`src/hdl/slpg_pkg.sv`:
```
// Shared types, codes and per-pattern constants for the status LED pattern generator.
package slpg_pkg;

  localparam logic [2:0] MOOD_ATTENTION = 3'd1;
  localparam logic [2:0] MOOD_ERROR     = 3'd2;
  localparam logic [2:0] MOOD_HEART     = 3'd3;
  localparam logic [2:0] MOOD_DIZZY     = 3'd4;
  localparam logic [2:0] MOOD_CELEBRATE = 3'd5;
  localparam logic [2:0] MOOD_WORK      = 3'd6;

  localparam logic        CFG_URGENT    = 1'b0;
  localparam logic        CFG_INSISTENT = 1'b1;
  localparam logic [31:0] URGENT_RST    = 32'd45000;
  localparam logic [31:0] INSISTENT_RST = 32'd15000;

  localparam logic [63:0] TWO_POW_32 = 64'h1_0000_0000;
  localparam logic [31:0] TWO_POW_24 = 32'h0100_0000;

  // floor(2^32 / period): quotient estimate is exact or one low
  localparam logic [24:0] PRECIP_240  = 25'(TWO_POW_32 / 64'd240);
  localparam logic [24:0] PRECIP_360  = 25'(TWO_POW_32 / 64'd360);
  localparam logic [24:0] PRECIP_500  = 25'(TWO_POW_32 / 64'd500);
  localparam logic [24:0] PRECIP_520  = 25'(TWO_POW_32 / 64'd520);
  localparam logic [24:0] PRECIP_600  = 25'(TWO_POW_32 / 64'd600);
  localparam logic [24:0] PRECIP_900  = 25'(TWO_POW_32 / 64'd900);
  localparam logic [24:0] PRECIP_1100 = 25'(TWO_POW_32 / 64'd1100);
  localparam logic [24:0] PRECIP_1500 = 25'(TWO_POW_32 / 64'd1500);
  localparam logic [24:0] PRECIP_1800 = 25'(TWO_POW_32 / 64'd1800);

  // floor(2^24 / half period) for the breath scaling
  localparam logic [16:0] HRECIP_250 = 17'(TWO_POW_24 / 32'd250);
  localparam logic [16:0] HRECIP_550 = 17'(TWO_POW_24 / 32'd550);
  localparam logic [16:0] HRECIP_750 = 17'(TWO_POW_24 / 32'd750);
  localparam logic [16:0] HRECIP_900 = 17'(TWO_POW_24 / 32'd900);

  typedef struct packed {
    logic [31:0] now_ms;
    logic [2:0]  mood;
    logic [1:0]  intensity;
    logic [31:0] wait_start_ms;
    logic        silenced;
  } cmd_t;

  typedef struct packed {
    logic       red_on;
    logic       green_on;
    logic       blue_on;
    logic       use_level;
    logic [6:0] level;
  } result_t;

  typedef enum logic [2:0] {
    KIND_DARK,
    KIND_SOLID,
    KIND_BLINK,
    KIND_BREATH,
    KIND_HEART
  } kind_t;

  typedef enum logic [3:0] {
    PER_240,
    PER_360,
    PER_500,
    PER_520,
    PER_600,
    PER_900,
    PER_1100,
    PER_1500,
    PER_1800
  } per_t;

  typedef struct packed {
    logic        valid;
    kind_t       kind;
    logic        red;
    logic        green;
    logic        blue;
    per_t        per;
    logic [31:0] now_ms;
  } mode_t;

  typedef struct packed {
    logic        valid;
    kind_t       kind;
    logic        red;
    logic        green;
    logic        blue;
    per_t        per;
    logic [10:0] ph;
    logic [9:0]  fold;
  } phase_t;

  function automatic logic [10:0] per_len(per_t p);
    logic [10:0] v;
    unique case (p)
      PER_240:  v = 11'd240;
      PER_360:  v = 11'd360;
      PER_500:  v = 11'd500;
      PER_520:  v = 11'd520;
      PER_600:  v = 11'd600;
      PER_900:  v = 11'd900;
      PER_1100: v = 11'd1100;
      PER_1500: v = 11'd1500;
      PER_1800: v = 11'd1800;
      default:  v = 11'd900;
    endcase
    return v;
  endfunction

  function automatic logic [24:0] per_recip(per_t p);
    logic [24:0] v;
    unique case (p)
      PER_240:  v = PRECIP_240;
      PER_360:  v = PRECIP_360;
      PER_500:  v = PRECIP_500;
      PER_520:  v = PRECIP_520;
      PER_600:  v = PRECIP_600;
      PER_900:  v = PRECIP_900;
      PER_1100: v = PRECIP_1100;
      PER_1500: v = PRECIP_1500;
      PER_1800: v = PRECIP_1800;
      default:  v = PRECIP_900;
    endcase
    return v;
  endfunction

  function automatic logic [9:0] per_half(per_t p);
    return 10'(per_len(p) >> 1);
  endfunction

  // on time of a blink pattern
  function automatic logic [8:0] per_on(per_t p);
    logic [8:0] v;
    unique case (p)
      PER_240: v = 9'd120;
      PER_360: v = 9'd180;
      PER_520: v = 9'd300;
      PER_600: v = 9'd300;
      default: v = 9'd0;
    endcase
    return v;
  endfunction

  function automatic logic [16:0] per_hrecip(per_t p);
    logic [16:0] v;
    unique case (p)
      PER_500:  v = HRECIP_250;
      PER_1100: v = HRECIP_550;
      PER_1500: v = HRECIP_750;
      PER_1800: v = HRECIP_900;
      default:  v = HRECIP_900;
    endcase
    return v;
  endfunction

  // breath floor level
  function automatic logic [6:0] per_lo(per_t p);
    logic [6:0] v;
    unique case (p)
      PER_500:  v = 7'd40;
      PER_1100: v = 7'd10;
      PER_1500: v = 7'd8;
      PER_1800: v = 7'd6;
      default:  v = 7'd0;
    endcase
    return v;
  endfunction

  // breath swing, peak minus floor
  function automatic logic [6:0] per_span(per_t p);
    logic [6:0] v;
    unique case (p)
      PER_500:  v = 7'd60;
      PER_1100: v = 7'd90;
      PER_1500: v = 7'd92;
      PER_1800: v = 7'd84;
      default:  v = 7'd0;
    endcase
    return v;
  endfunction

endpackage

```
`src/hdl/slpg_mode.sv`:
```
// Front stages: wait time, threshold compare and pattern decode per mood.
module slpg_mode (
  input  logic                clk,
  input  logic                rst,
  input  logic                accept,
  input  slpg_pkg::cmd_t      cmd,
  input  logic [31:0]         urgent_after_ms,
  input  logic [31:0]         insistent_after_ms,
  output slpg_pkg::mode_t     mode
);

  logic           valid1;
  slpg_pkg::cmd_t cmd1;
  logic [31:0]    waited1;
  logic [31:0]    waited_next;
  slpg_pkg::mode_t mode_next;

  // a zero start time means no wait at all
  assign waited_next = (cmd.wait_start_ms != 32'd0) ? (cmd.now_ms - cmd.wait_start_ms) : 32'd0;

  always_ff @(posedge clk) begin
    if (rst) begin
      valid1 <= 1'b0;
    end else begin
      valid1 <= accept;
    end
  end

  always_ff @(posedge clk) begin
    cmd1    <= cmd;
    waited1 <= waited_next;
  end

  always_comb begin
    mode_next        = '0;
    mode_next.valid  = valid1;
    mode_next.kind   = slpg_pkg::KIND_DARK;
    mode_next.per    = slpg_pkg::PER_900;
    mode_next.now_ms = cmd1.now_ms;
    if (!cmd1.silenced) begin
      unique case (cmd1.mood)
        slpg_pkg::MOOD_ATTENTION: begin
          mode_next.red   = 1'b1;
          mode_next.green = 1'b1;
          // urgent threshold wins when both are crossed
          if (waited1 > urgent_after_ms) begin
            mode_next.kind = slpg_pkg::KIND_BLINK;
            mode_next.per  = slpg_pkg::PER_240;
          end else if (waited1 > insistent_after_ms) begin
            mode_next.kind = slpg_pkg::KIND_BLINK;
            mode_next.per  = slpg_pkg::PER_600;
          end else begin
            mode_next.kind = slpg_pkg::KIND_BREATH;
            mode_next.per  = slpg_pkg::PER_1500;
          end
        end
        slpg_pkg::MOOD_ERROR: begin
          mode_next.red  = 1'b1;
          mode_next.kind = slpg_pkg::KIND_BLINK;
          mode_next.per  = slpg_pkg::PER_360;
        end
        slpg_pkg::MOOD_HEART: begin
          mode_next.red  = 1'b1;
          mode_next.blue = 1'b1;
          mode_next.kind = slpg_pkg::KIND_HEART;
          mode_next.per  = slpg_pkg::PER_900;
        end
        slpg_pkg::MOOD_DIZZY: begin
          mode_next.red  = 1'b1;
          mode_next.blue = 1'b1;
          mode_next.kind = slpg_pkg::KIND_SOLID;
        end
        slpg_pkg::MOOD_CELEBRATE: begin
          mode_next.green = 1'b1;
          mode_next.kind  = slpg_pkg::KIND_BREATH;
          mode_next.per   = slpg_pkg::PER_500;
        end
        slpg_pkg::MOOD_WORK: begin
          mode_next.blue = 1'b1;
          if (cmd1.intensity[1]) begin
            mode_next.green = 1'b1;
            mode_next.kind  = slpg_pkg::KIND_BLINK;
            mode_next.per   = slpg_pkg::PER_520;
          end else if (cmd1.intensity[0]) begin
            mode_next.kind = slpg_pkg::KIND_BREATH;
            mode_next.per  = slpg_pkg::PER_1100;
          end else begin
            mode_next.kind = slpg_pkg::KIND_BREATH;
            mode_next.per  = slpg_pkg::PER_1800;
          end
        end
        default: begin
          mode_next.kind = slpg_pkg::KIND_DARK;
        end
      endcase
    end
  end

  always_ff @(posedge clk) begin
    if (rst) begin
      mode <= '0;
    end else begin
      mode <= mode_next;
    end
  end

endmodule

```
`src/hdl/slpg_phase.sv`:
```
// Phase stages: timestamp modulo the pattern period and the triangle fold.
module slpg_phase (
  input  logic             clk,
  input  logic             rst,
  input  slpg_pkg::mode_t  mode,
  output slpg_pkg::phase_t phase
);

  slpg_pkg::mode_t mode3;
  slpg_pkg::mode_t mode4;
  logic [24:0]     quot3;
  logic [11:0]     rraw4;
  logic [56:0]     prod;
  logic [35:0]     qp;
  logic [11:0]     rraw_next;
  logic [10:0]     len;
  logic [9:0]      half;
  logic [10:0]     ph;
  logic [9:0]      fold;
  slpg_pkg::phase_t phase_next;

  // quotient estimate by reciprocal, exact or one low
  assign prod = 57'(mode.now_ms) * 57'(slpg_pkg::per_recip(mode.per));

  always_ff @(posedge clk) begin
    if (rst) begin
      mode3 <= '0;
    end else begin
      mode3 <= mode;
    end
  end

  always_ff @(posedge clk) begin
    quot3 <= prod[56:32];
  end

  // remainder below twice the period, so the low 12 bits suffice
  assign qp        = 36'(quot3) * 36'(slpg_pkg::per_len(mode3.per));
  assign rraw_next = mode3.now_ms[11:0] - qp[11:0];

  always_ff @(posedge clk) begin
    if (rst) begin
      mode4 <= '0;
    end else begin
      mode4 <= mode3;
    end
  end

  always_ff @(posedge clk) begin
    rraw4 <= rraw_next;
  end

  assign len  = slpg_pkg::per_len(mode4.per);
  assign half = slpg_pkg::per_half(mode4.per);

  always_comb begin
    ph = (rraw4 >= {1'b0, len}) ? 11'(rraw4 - {1'b0, len}) : rraw4[10:0];
    // fold the second half of the period back down
    fold = (ph < {1'b0, half}) ? ph[9:0] : 10'(len - ph);
    phase_next       = '0;
    phase_next.valid = mode4.valid;
    phase_next.kind  = mode4.kind;
    phase_next.red   = mode4.red;
    phase_next.green = mode4.green;
    phase_next.blue  = mode4.blue;
    phase_next.per   = mode4.per;
    phase_next.ph    = ph;
    phase_next.fold  = fold;
  end

  always_ff @(posedge clk) begin
    if (rst) begin
      phase <= '0;
    end else begin
      phase <= phase_next;
    end
  end

endmodule

```
`src/hdl/slpg_level.sv`:
```
// Back stages: blink and beat decode, breath scaling and the result register.
module slpg_level (
  input  logic              clk,
  input  logic              rst,
  input  slpg_pkg::phase_t  phase,
  output logic              done,
  output slpg_pkg::result_t result
);

  logic              valid6;
  logic              valid7;
  logic              valid8;
  slpg_pkg::result_t base6;
  slpg_pkg::result_t base7;
  slpg_pkg::result_t base8;
  logic              breath6;
  logic              breath7;
  logic              breath8;
  slpg_pkg::per_t    per6;
  slpg_pkg::per_t    per7;
  slpg_pkg::per_t    per8;
  logic [16:0]       x6;
  logic [16:0]       x7;
  logic [6:0]        quot7;
  logic [6:0]        quot8;
  logic [16:0]       rem8;
  slpg_pkg::result_t base_next;
  logic [16:0]       x_next;
  logic [33:0]       hprod;
  logic [16:0]       qh;
  logic [9:0]        half8;
  logic [6:0]        quot_fix;
  slpg_pkg::result_t result_next;

  always_comb begin
    base_next = '0;
    x_next    = 17'(slpg_pkg::per_span(phase.per)) * 17'(phase.fold);
    unique case (phase.kind)
      slpg_pkg::KIND_SOLID: begin
        base_next.red_on   = phase.red;
        base_next.green_on = phase.green;
        base_next.blue_on  = phase.blue;
      end
      slpg_pkg::KIND_BLINK: begin
        // dark once the on time is over
        if (phase.ph < 11'(slpg_pkg::per_on(phase.per))) begin
          base_next.red_on   = phase.red;
          base_next.green_on = phase.green;
          base_next.blue_on  = phase.blue;
        end
      end
      slpg_pkg::KIND_HEART: begin
        base_next.red_on    = phase.red;
        base_next.green_on  = phase.green;
        base_next.blue_on   = phase.blue;
        base_next.use_level = 1'b1;
        if (phase.ph < 11'd110) begin
          base_next.level = 7'd100;
        end else if (phase.ph < 11'd220) begin
          base_next.level = 7'd20;
        end else if (phase.ph < 11'd330) begin
          base_next.level = 7'd70;
        end else begin
          base_next.level = 7'd10;
        end
      end
      slpg_pkg::KIND_BREATH: begin
        base_next.red_on    = phase.red;
        base_next.green_on  = phase.green;
        base_next.blue_on   = phase.blue;
        base_next.use_level = 1'b1;
      end
      default: begin
        base_next = '0;
      end
    endcase
  end

  always_ff @(posedge clk) begin
    if (rst) begin
      valid6 <= 1'b0;
      valid7 <= 1'b0;
      valid8 <= 1'b0;
      done   <= 1'b0;
    end else begin
      valid6 <= phase.valid;
      valid7 <= valid6;
      valid8 <= valid7;
      done   <= valid8;
    end
  end

  // quotient by half period: reciprocal estimate, then one correction
  assign hprod = 34'(x6) * 34'(slpg_pkg::per_hrecip(per6));
  assign half8 = slpg_pkg::per_half(per8);
  assign qh    = 17'(quot7) * 17'(slpg_pkg::per_half(per7));

  always_ff @(posedge clk) begin
    base6   <= base_next;
    breath6 <= (phase.kind == slpg_pkg::KIND_BREATH);
    per6    <= phase.per;
    x6      <= x_next;

    base7   <= base6;
    breath7 <= breath6;
    per7    <= per6;
    x7      <= x6;
    quot7   <= hprod[30:24];

    base8   <= base7;
    breath8 <= breath7;
    per8    <= per7;
    quot8   <= quot7;
    rem8    <= x7 - qh;
  end

  always_comb begin
    quot_fix    = quot8 + ((rem8 >= 17'(half8)) ? 7'd1 : 7'd0);
    result_next = base8;
    if (breath8) begin
      result_next.level = slpg_pkg::per_lo(per8) + quot_fix;
    end
  end

  always_ff @(posedge clk) begin
    result <= result_next;
  end

endmodule

```
`src/hdl/status_led_pattern_generator.sv`:
```
// Top level of the status LED pattern generator: config registers and pipeline.
//
// Use: drive cmd and raise start; the item is taken at each rising edge where
// start is high and busy is low. busy is high only during reset, so one item
// can be taken every cycle. Each item yields one result: done rises with the
// final level-add register and stays high for one cycle with result
// valid, in the order the items came in. The receiver cannot hold results off
// and nothing inside waits on it.
// The pipeline has nine register stages: wait time, mood decode, period
// quotient by reciprocal multiply, remainder, remainder fix and triangle fold,
// blink/beat decode and swing multiply, half-period quotient, its remainder,
// and the final level add. Throughput is one item per cycle.
// Configuration: cfg_wr_en writes cfg_data into the register picked by
// cfg_addr (0 urgent_after_ms, 1 insistent_after_ms) at the clock edge; write
// only while no item is in flight.
// Reset (rst, synchronous) restores 45000 and 15000 ms thresholds and empties
// the pipeline; no done strobe follows for items taken before reset.
module status_led_pattern_generator (
  input  logic              clk,
  input  logic              rst,
  input  logic              start,
  output logic              busy,
  input  slpg_pkg::cmd_t    cmd,
  input  logic              cfg_wr_en,
  input  logic              cfg_addr,
  input  logic [31:0]       cfg_data,
  output logic              done,
  output slpg_pkg::result_t result
);

  logic             accept;
  logic [31:0]      urgent_after_ms;
  logic [31:0]      insistent_after_ms;
  slpg_pkg::mode_t  mode;
  slpg_pkg::phase_t phase;

  assign busy   = rst;
  assign accept = start & ~busy;

  always_ff @(posedge clk) begin
    if (rst) begin
      urgent_after_ms    <= slpg_pkg::URGENT_RST;
      insistent_after_ms <= slpg_pkg::INSISTENT_RST;
    end else if (cfg_wr_en) begin
      unique case (cfg_addr)
        slpg_pkg::CFG_URGENT:    urgent_after_ms    <= cfg_data;
        slpg_pkg::CFG_INSISTENT: insistent_after_ms <= cfg_data;
        default:                 urgent_after_ms    <= urgent_after_ms;
      endcase
    end
  end

  slpg_mode u_mode (
    .clk                (clk),
    .rst                (rst),
    .accept             (accept),
    .cmd                (cmd),
    .urgent_after_ms    (urgent_after_ms),
    .insistent_after_ms (insistent_after_ms),
    .mode               (mode)
  );

  slpg_phase u_phase (
    .clk   (clk),
    .rst   (rst),
    .mode  (mode),
    .phase (phase)
  );

  slpg_level u_level (
    .clk    (clk),
    .rst    (rst),
    .phase  (phase),
    .done   (done),
    .result (result)
  );

endmodule
```
`config.mk`:
```
export PLATFORM = sky130hd
export DESIGN_NAME = status_led_pattern_generator
export DESIGN_NICKNAME = d
export VERILOG_FILES = /design/src/hdl/slpg_pkg.sv /design/src/hdl/slpg_mode.sv /design/src/hdl/slpg_phase.sv /design/src/hdl/slpg_level.sv /design/src/hdl/status_led_pattern_generator.sv
export SDC_FILE = /design/constraint.sdc
export NUM_CORES = 2
export LEC_CHECK = 0
export ABC_AREA = 1
export BUFFER_PORTS_ARGS = -buffer_cell sky130_fd_sc_hd__buf_2
export CAP_MARGIN = 20
export CORE_MARGIN = 2
export CORE_UTILIZATION = 47
export CTS_CLUSTER_DIAMETER = 150
export DETAILED_ROUTE_END_ITERATION = 16
export SYNTH_ARGS = -nofsm -noshare
export SYNTH_HDL_FRONTEND = slang
export SYNTH_SLANG_ARGS = --single-unit
```
`constraint.sdc`:
```
create_clock -name clk -period 10.06 [get_ports clk]
set_clock_uncertainty 0.15 [all_clocks]
set_input_delay 0.503 -clock clk [delete_from_list [all_inputs] [get_ports clk]]
set_output_delay 0.503 -clock clk [all_outputs]
set_load 0.02 [all_outputs]
```
# After elaboration in Yosys (flattened, before gate mapping)
# Memory sizes are Yosys's and may differ from the RTL's. A register that Yosys moved wholly into a read port is not among the register bits.
# Index checks and enable logic that the tools add are counted.
[op_classes]
add_sub_neg = 7
multipliers = 5
magnitude_cmp = 9
eq_ne = 24
muxes = 33
bitwise = 4
n_reduce_logical = 13
[op_table]
columns = ["op", "n"]
rows = [
  ["> comparator 32 bit", 2],
  ["multiplier 32 x 25 -> 57 bit", 1],
  ["one-hot mux 17 bit (3 select lines)", 1],
  ["2-to-1 mux 7 bit", 5],
  ["multiplier 7 x 10 -> 17 bit", 2],
  ["nonzero test 32 bit", 1],
  ["subtractor 32 bit", 1],
  ["multiplier 17 x 17 -> 31 bit", 1],
  ["== test 4 x 3 -> 1 bit (second input constant)", 7],
  ["one-hot mux 7 bit (4 select lines)", 1],
  ["one-hot mux 9 bit (3 select lines)", 1],
  ["multiplier 25 x 11 -> 12 bit", 1],
  ["2-to-1 mux 4 bit", 6],
  ["one-hot mux 6 bit (4 select lines)", 1],
  ["one-hot mux 3 bit (6 select lines)", 1],
  ["greater-or-equal comparator 17 x 10 -> 1 bit", 1],
  ["subtractor 17 bit", 1],
  ["== test 4 x 2 -> 1 bit (second input constant)", 4],
  ["one-hot mux 4 bit (4 select lines)", 1],
  ["adder 7 bit", 2],
  ["== test 3 x 2 -> 1 bit (second input constant)", 4],
  ["== test 3 bit (second input constant)", 4],
  ["greater-or-equal comparator 12 x 11 -> 1 bit", 1],
  ["subtractor 12 bit", 1],
  ["other kinds (25)", 44],
]
[word_totals]
reg_bits = 409
rom_bits = 1120
input_bits = 107
out_inout_bits = 13
elab_cells = 177
memories = 6
[mem_list]
columns = ["name", "words", "word_bits", "read_ports", "rd_clocked_by_memory_dff", "wr", "line", "text"]
rows = [
  ["(no name shown)", 16, 25, 1, 0, 0, "slpg_pkg.sv:112", "unique case (p)"],
  ["(no name shown)", 16, 9, 1, 1, 0, "slpg_pkg.sv:95", "unique case (p)"],
  ["(no name shown)", 16, 9, 1, 1, 0, "slpg_pkg.sv:95", ""],
  ["(no name shown)", 16, 9, 1, 1, 0, "slpg_pkg.sv:95", ""],
  ["(no name shown)", 16, 9, 1, 1, 0, "slpg_pkg.sv:95", ""],
  ["(no name shown)", 16, 9, 1, 1, 0, "slpg_pkg.sv:95", ""],
]

# Logic depth before layout (Yosys ltp)
[logic_depth]
ltp_word = 7
depth_mapped = 38
ltp_nobuf = 36

# By module
# A second synthesis with hierarchy kept.
[hier_totals]
hier_cells = 6836
hier_area_um2 = 53219.8
[by_module_without_submodules]
columns = ["module", "instances", "cells_per_inst", "area_each_um2", "seq_area_each_um2"]
rows = [
  ["slpg_phase", 1, 3498, 27392.5, 2102.0],
  ["slpg_level", 1, 2054, 16609.7, 2822.7],
  ["slpg_mode", 1, 951, 6775.2, 2282.2],
  ["status_led_pattern_generator", 1, 333, 2442.3, 1281.2],
]

# Worst setup path before layout
# No wires, ideal clock.
[synth_timing]
path_kind = "register -> register"
startpoint = "register, netlist name u_mode.mode[32]"
endpoint = "register u_phase.quot3[9]"
setup_ps = 112
arrival_ps = 6832
t_required_ps = 9798
slack_ps = 2966
path_stages_with_launch = 34
n_path_buf = 2
period_less_slack_ps = 7094
path_cell_list = "dfxtp_1 > clkinv_1 > ha_1 > nand2_1 > nand2_1 > nand3_1 > buf_2 > inv_1 > a31oi_1 > buf_2 > nor2_1 > fa_1 > inv_1 > fa_1 > inv_1 > fa_1 > inv_1 > fa_1 > inv_1 > fa_1 > fa_1 > fa_1 > ha_1 > nand2_1 > nor2_1 > inv_1 > nor2_1 > inv_1 > nor3_1 > nand3_1 > nand3_1 > inv_1 > nand2_1 > nand2_1"
[synth_between]
elab_chain_len = 2
[synth_lines]
columns = ["element", "line", "text"]
rows = [
  ["memory (16 x 25 bit)", "n/a", ""],
  ["multiplier 32 x 25 -> 57 bit", "slpg_phase.sv:23", "assign prod = 57'(mode.now_ms) * 57'(slpg_pkg::per_recip(mode.per));"],
  ["via u_phase.prod[41]", "slpg_phase.sv:13", "logic [56:0] prod;"],
  ["end signal, assigned", "slpg_phase.sv:34", "quot3 <= prod[56:32];"],
  ["end, declared", "slpg_phase.sv:11", "logic [24:0] quot3;"],
]
# The timed path passes the listed nets, and every way through them passes these cells.
# A chain may end at the register's enable or synchronous reset.

# Worst setup path after layout
[layout_timing]
startpoint = "register, netlist name u_mode.mode[32]"
endpoint = "register u_phase.quot3[7]"
[layout_between]
elab_chain_len = 2
[layout_lines]
columns = ["element", "line"]
rows = [
  ["memory (16 x 25 bit)", "n/a"],
  ["multiplier 32 x 25 -> 57 bit", "slpg_phase.sv:23"],
  ["via u_phase.prod[39]", "slpg_phase.sv:13"],
]
# The timed path passes the listed nets, and every way through them passes these cells.

==> flow_metrics.env <==
export IMPL_numCtsBuffers=45
export IMPL_ff2ff_path_depth=27
export IMPL_cts_tree="done"
export IMPL_drt_iter0_markers=2890
export IMPL_hold_class="in -> reg"
export IMPL_synth_area_leaders="fa_1, dfxtp_1, ha_1"
export IMPL_fp_row_count=121
export IMPL_yosysMostFrequentCell="inv_1"
export IMPL_synth_edff_count=0
export IMPL_min_from="cfg_data[8]"
export IMPL_dp_hpwl_mm=119
export IMPL_htree_num_levels=2
export IMPL_ir_drop_mv=0.512
export IMPL_r2r_start="u_mode.mode[32]"
export IMPL_startpoint_type="register"
export IMPL_drive_above_1_share_pct=4.34
export IMPL_highest_layer="met4"
export IMPL_start_util_pct=47.2
export IMPL_track_usage_pct=26.9
export IMPL_coreArea_um2=109000
export IMPL_outcome="completed"
export IMPL_post_dp_cell_area_um2=53500
export IMPL_wl_per_cell_um=18.8
export IMPL_avgSynthCellArea_um2=8.11
export IMPL_fmax_mhz=118
export IMPL_hold_viol=0
export IMPL_min_to="urgent_after_ms[8]"
export IMPL_die_w_um=334
export IMPL_synth_common_cells="inv_1, nand2_1, fa_1, nor2_1, ha_1"
export IMPL_wl_met2_mm=68.5
export IMPL_via_per_inst=5.13
export IMPL_syn_nets=7802
export IMPL_io_buffers=119
export IMPL_drt_pass1_iterations=8
export IMPL_critPathRequiredTime_ns=10.42
export IMPL_synthFlopType="dfxtp_1"
export IMPL_worst_ep_arrival_time_ns=8.82
export IMPL_fin_setup_tns_ns=0
export IMPL_rsz0062_at_grt="no"
export IMPL_leakagePower_uw=0.0294
export IMPL_clockBufferDepth=3
export IMPL_p_total_uw=14600
export IMPL_met1_length_mm=62.2
export IMPL_synth_top_area_share_pct=34.0
export IMPL_tightest_slew_ns=1.15
export IMPL_via_count=40400
export IMPL_wl_met3_mm=10.9
export IMPL_grt_pass1_vias=41500
export IMPL_routed_wl_mm=148
export IMPL_synth_largest_area_cell="fa_1"
export IMPL_ys_types=53
export IMPL_path_clk_slew_ns=0.07
export IMPL_powerDensity_nw_per_um2=262
export IMPL_r2r_setup_slack_ns=1.60
export IMPL_grt_overflow=0
export IMPL_synthesis_area_um2=51300
export IMPL_fin_ws_ns=1.60
export IMPL_drc=0
export IMPL_drv_slew=0
export IMPL_final_area_um2=55500
export IMPL_yosysSeqAreaShare_pct=16.5
export IMPL_postRouteAntennaNets=0
export IMPL_period_share_pct=84.1
export IMPL_nets=7900
export IMPL_holdWs_ns=0.0351
export IMPL_num_io_pins=120
export IMPL_die_area_um2=112000
export IMPL_cp_max_fo=12
export IMPL_grt_pass1_wl_mm=233
export IMPL_pre_cts_ws_ns=1.74
export IMPL_crit_type="reg -> reg"
export IMPL_slew_limit_headroom_pct=23.5
export IMPL_clock_latency_ns=0.61
export IMPL_end_kind="register"
export IMPL_min_path_cells=3
export IMPL_synthArstFlopShare_pct=0
export IMPL_globalplace_congestion=0.985
export IMPL_grt_max_degree=73
export IMPL_ys_warn_count=0
export IMPL_area_delta_synth_final_pct=8.30
export IMPL_r2r_end="u_phase.quot3[7]"
export IMPL_ys_ff_latch=424
export IMPL_die_h_um=334
export IMPL_min_period_ns=8.46
export IMPL_maxCapViolations=0
export IMPL_synth_cells=6321
export IMPL_cts_root_buf="clkbuf_16"
export IMPL_antenna_found_initial=0
export IMPL_setup_violations=0
export IMPL_cts_sinks=424
-- critical path, stage by stage, from the launching register on --
cell	delay, ns
dfxtp_1	0.42
clkinv_1	0.32
ha_1	0.36
nand2_1	0.11
nand2_1	0.23
nand3_1	0.18
inv_1	0.21
a31oi_4	0.72
nor2_1	0.15
fa_1	0.54
fa_1	0.54
inv_1	0.05
fa_1	0.51
fa_1	0.51
inv_1	0.05
fa_1	0.50
fa_1	0.49
inv_1	0.05
fa_1	0.54
inv_1	0.08
ha_1	0.35
nand2_1	0.10
nor2_1	0.21
nand3_1	0.13
nor4_1	0.43
nand4_1	0.21
nand3_1	0.13
nand2_1	0.05
-- final cells by class --
class | instances | area [um2]
inverter | 1644 | 6170
tap | 1414 | 1770
clock inverter | 26 | 399
antenna | 1 | 2.50
clock buffer | 55 | 1210
fill | 10600 | 53000
sequential | 424 | 8490
timing repair buffer | 217 | 1480
multi-input combinational | 4087 | 36000
-- cells by family (layout without fill, tap and decap cells) --
| family | count (synthesis) | after routing | share of synthesized area [%] |
|---|---|---|---|
| and+or+nand+nor | 2013 | 2013 | 15.6 |
| buffers and inverters | 1810 | 1942 | 13.3 |
| adders and majority gates | 1374 | 1374 | 46.3 |
| AOI/OAI and AO/OA | 604 | 604 | 6.59 |
| DFF | 424 | 424 | 16.5 |
| xor gates and xnor gates | 96 | 96 | 1.64 |
| other | 0 | 1 | 0 |
-- flip-flops by register name, summed over array words and instances, names as in the netlist, 7 cells and up, named ones only --
signal	count
insistent_after_ms	32
u_level.base6	10
u_level.base7	10
u_level.base8	10
u_level.half8	9
u_level.quot7	7
u_level.quot8	7
u_level.rem8	17
u_level.result	11
u_level.x6	16
u_level.x7	16
u_mode.cmd1	38
u_mode.mode	43
u_mode.waited1	32
u_phase.half	9
u_phase.mode3	23
u_phase.mode4	11
u_phase.phase	31
u_phase.quot3	10
u_phase.rraw4	12
urgent_after_ms	32
-- cell usage in the layout (no fill, tap or decap), drive strengths merged, types with 20 or more instances in the layout --
cell type    Yosys  layout
a21oi          277     277
fa             872     872
nand3          118     118
ha             502     502
nor3            42      42
a21o            20      20
xor2            57      57
dlygate4sd3      0      47
dfxtp          424     424
clkinv          11      24
nor2           753     753
o21ai          183     183
buf             32     170
nand2         1023    1023
xnor2           39      39
nand4           29      29
o211ai          28      28
clkbuf         134      55
inv           1633    1637
a31oi           20      20
-- timing repair --
action | in CTS | in global routing
hold endpoints to repair | 50 | 0
gates resized for setup | 0 | 0
hold buffers | 47 | 0
buffers inserted | 0 | 0
-- worst max-delay path by stage --
stage / startpoint / to / slack (ns) / depth (start not counted)
floorplan: u_mode.mode[32] / u_phase.quot3[9] / 2.97 / 33
global placement: u_mode.mode[32] / u_phase.quot3[5] / 1.82 / 26
detailed placement: u_mode.mode[32] / u_phase.quot3[9] / 1.74 / 29
CTS: u_mode.mode[32] / u_phase.quot3[9] / 1.71 / 29
global route: u_mode.mode[32] / u_phase.quot3[6] / 1.16 / 30
finish: u_mode.mode[32] / u_phase.quot3[7] / 1.60 / 27
-- through the flow --
stage / utilization, % / instances
floorplan: - / 6321
global placement: 49.2 / 7738
detailed placement: 49.2 / 7739
CTS: 51.2 / 7867
global route: 51.2 / 7867
finish: 51.2 / 7868
-- layer usage --
metal | track usage (%) | vias to the layer above
met5 | 0 | -
met4 | 9.41 | 0
met3 | 4.49 | 341
met2 | 44.9 | 1406
met1 | 35.5 | 19600
li1 | - | 19000
-- where the power goes --
part           switching [uW]  leakage, uW  internal, uW  total (uW)
Sequential                175      0.00349          1940        2120
Clock                     739     0.000790          1080        1820
Combinational            6590       0.0252          4050       10600
Power figures use the tool's default switching activity.
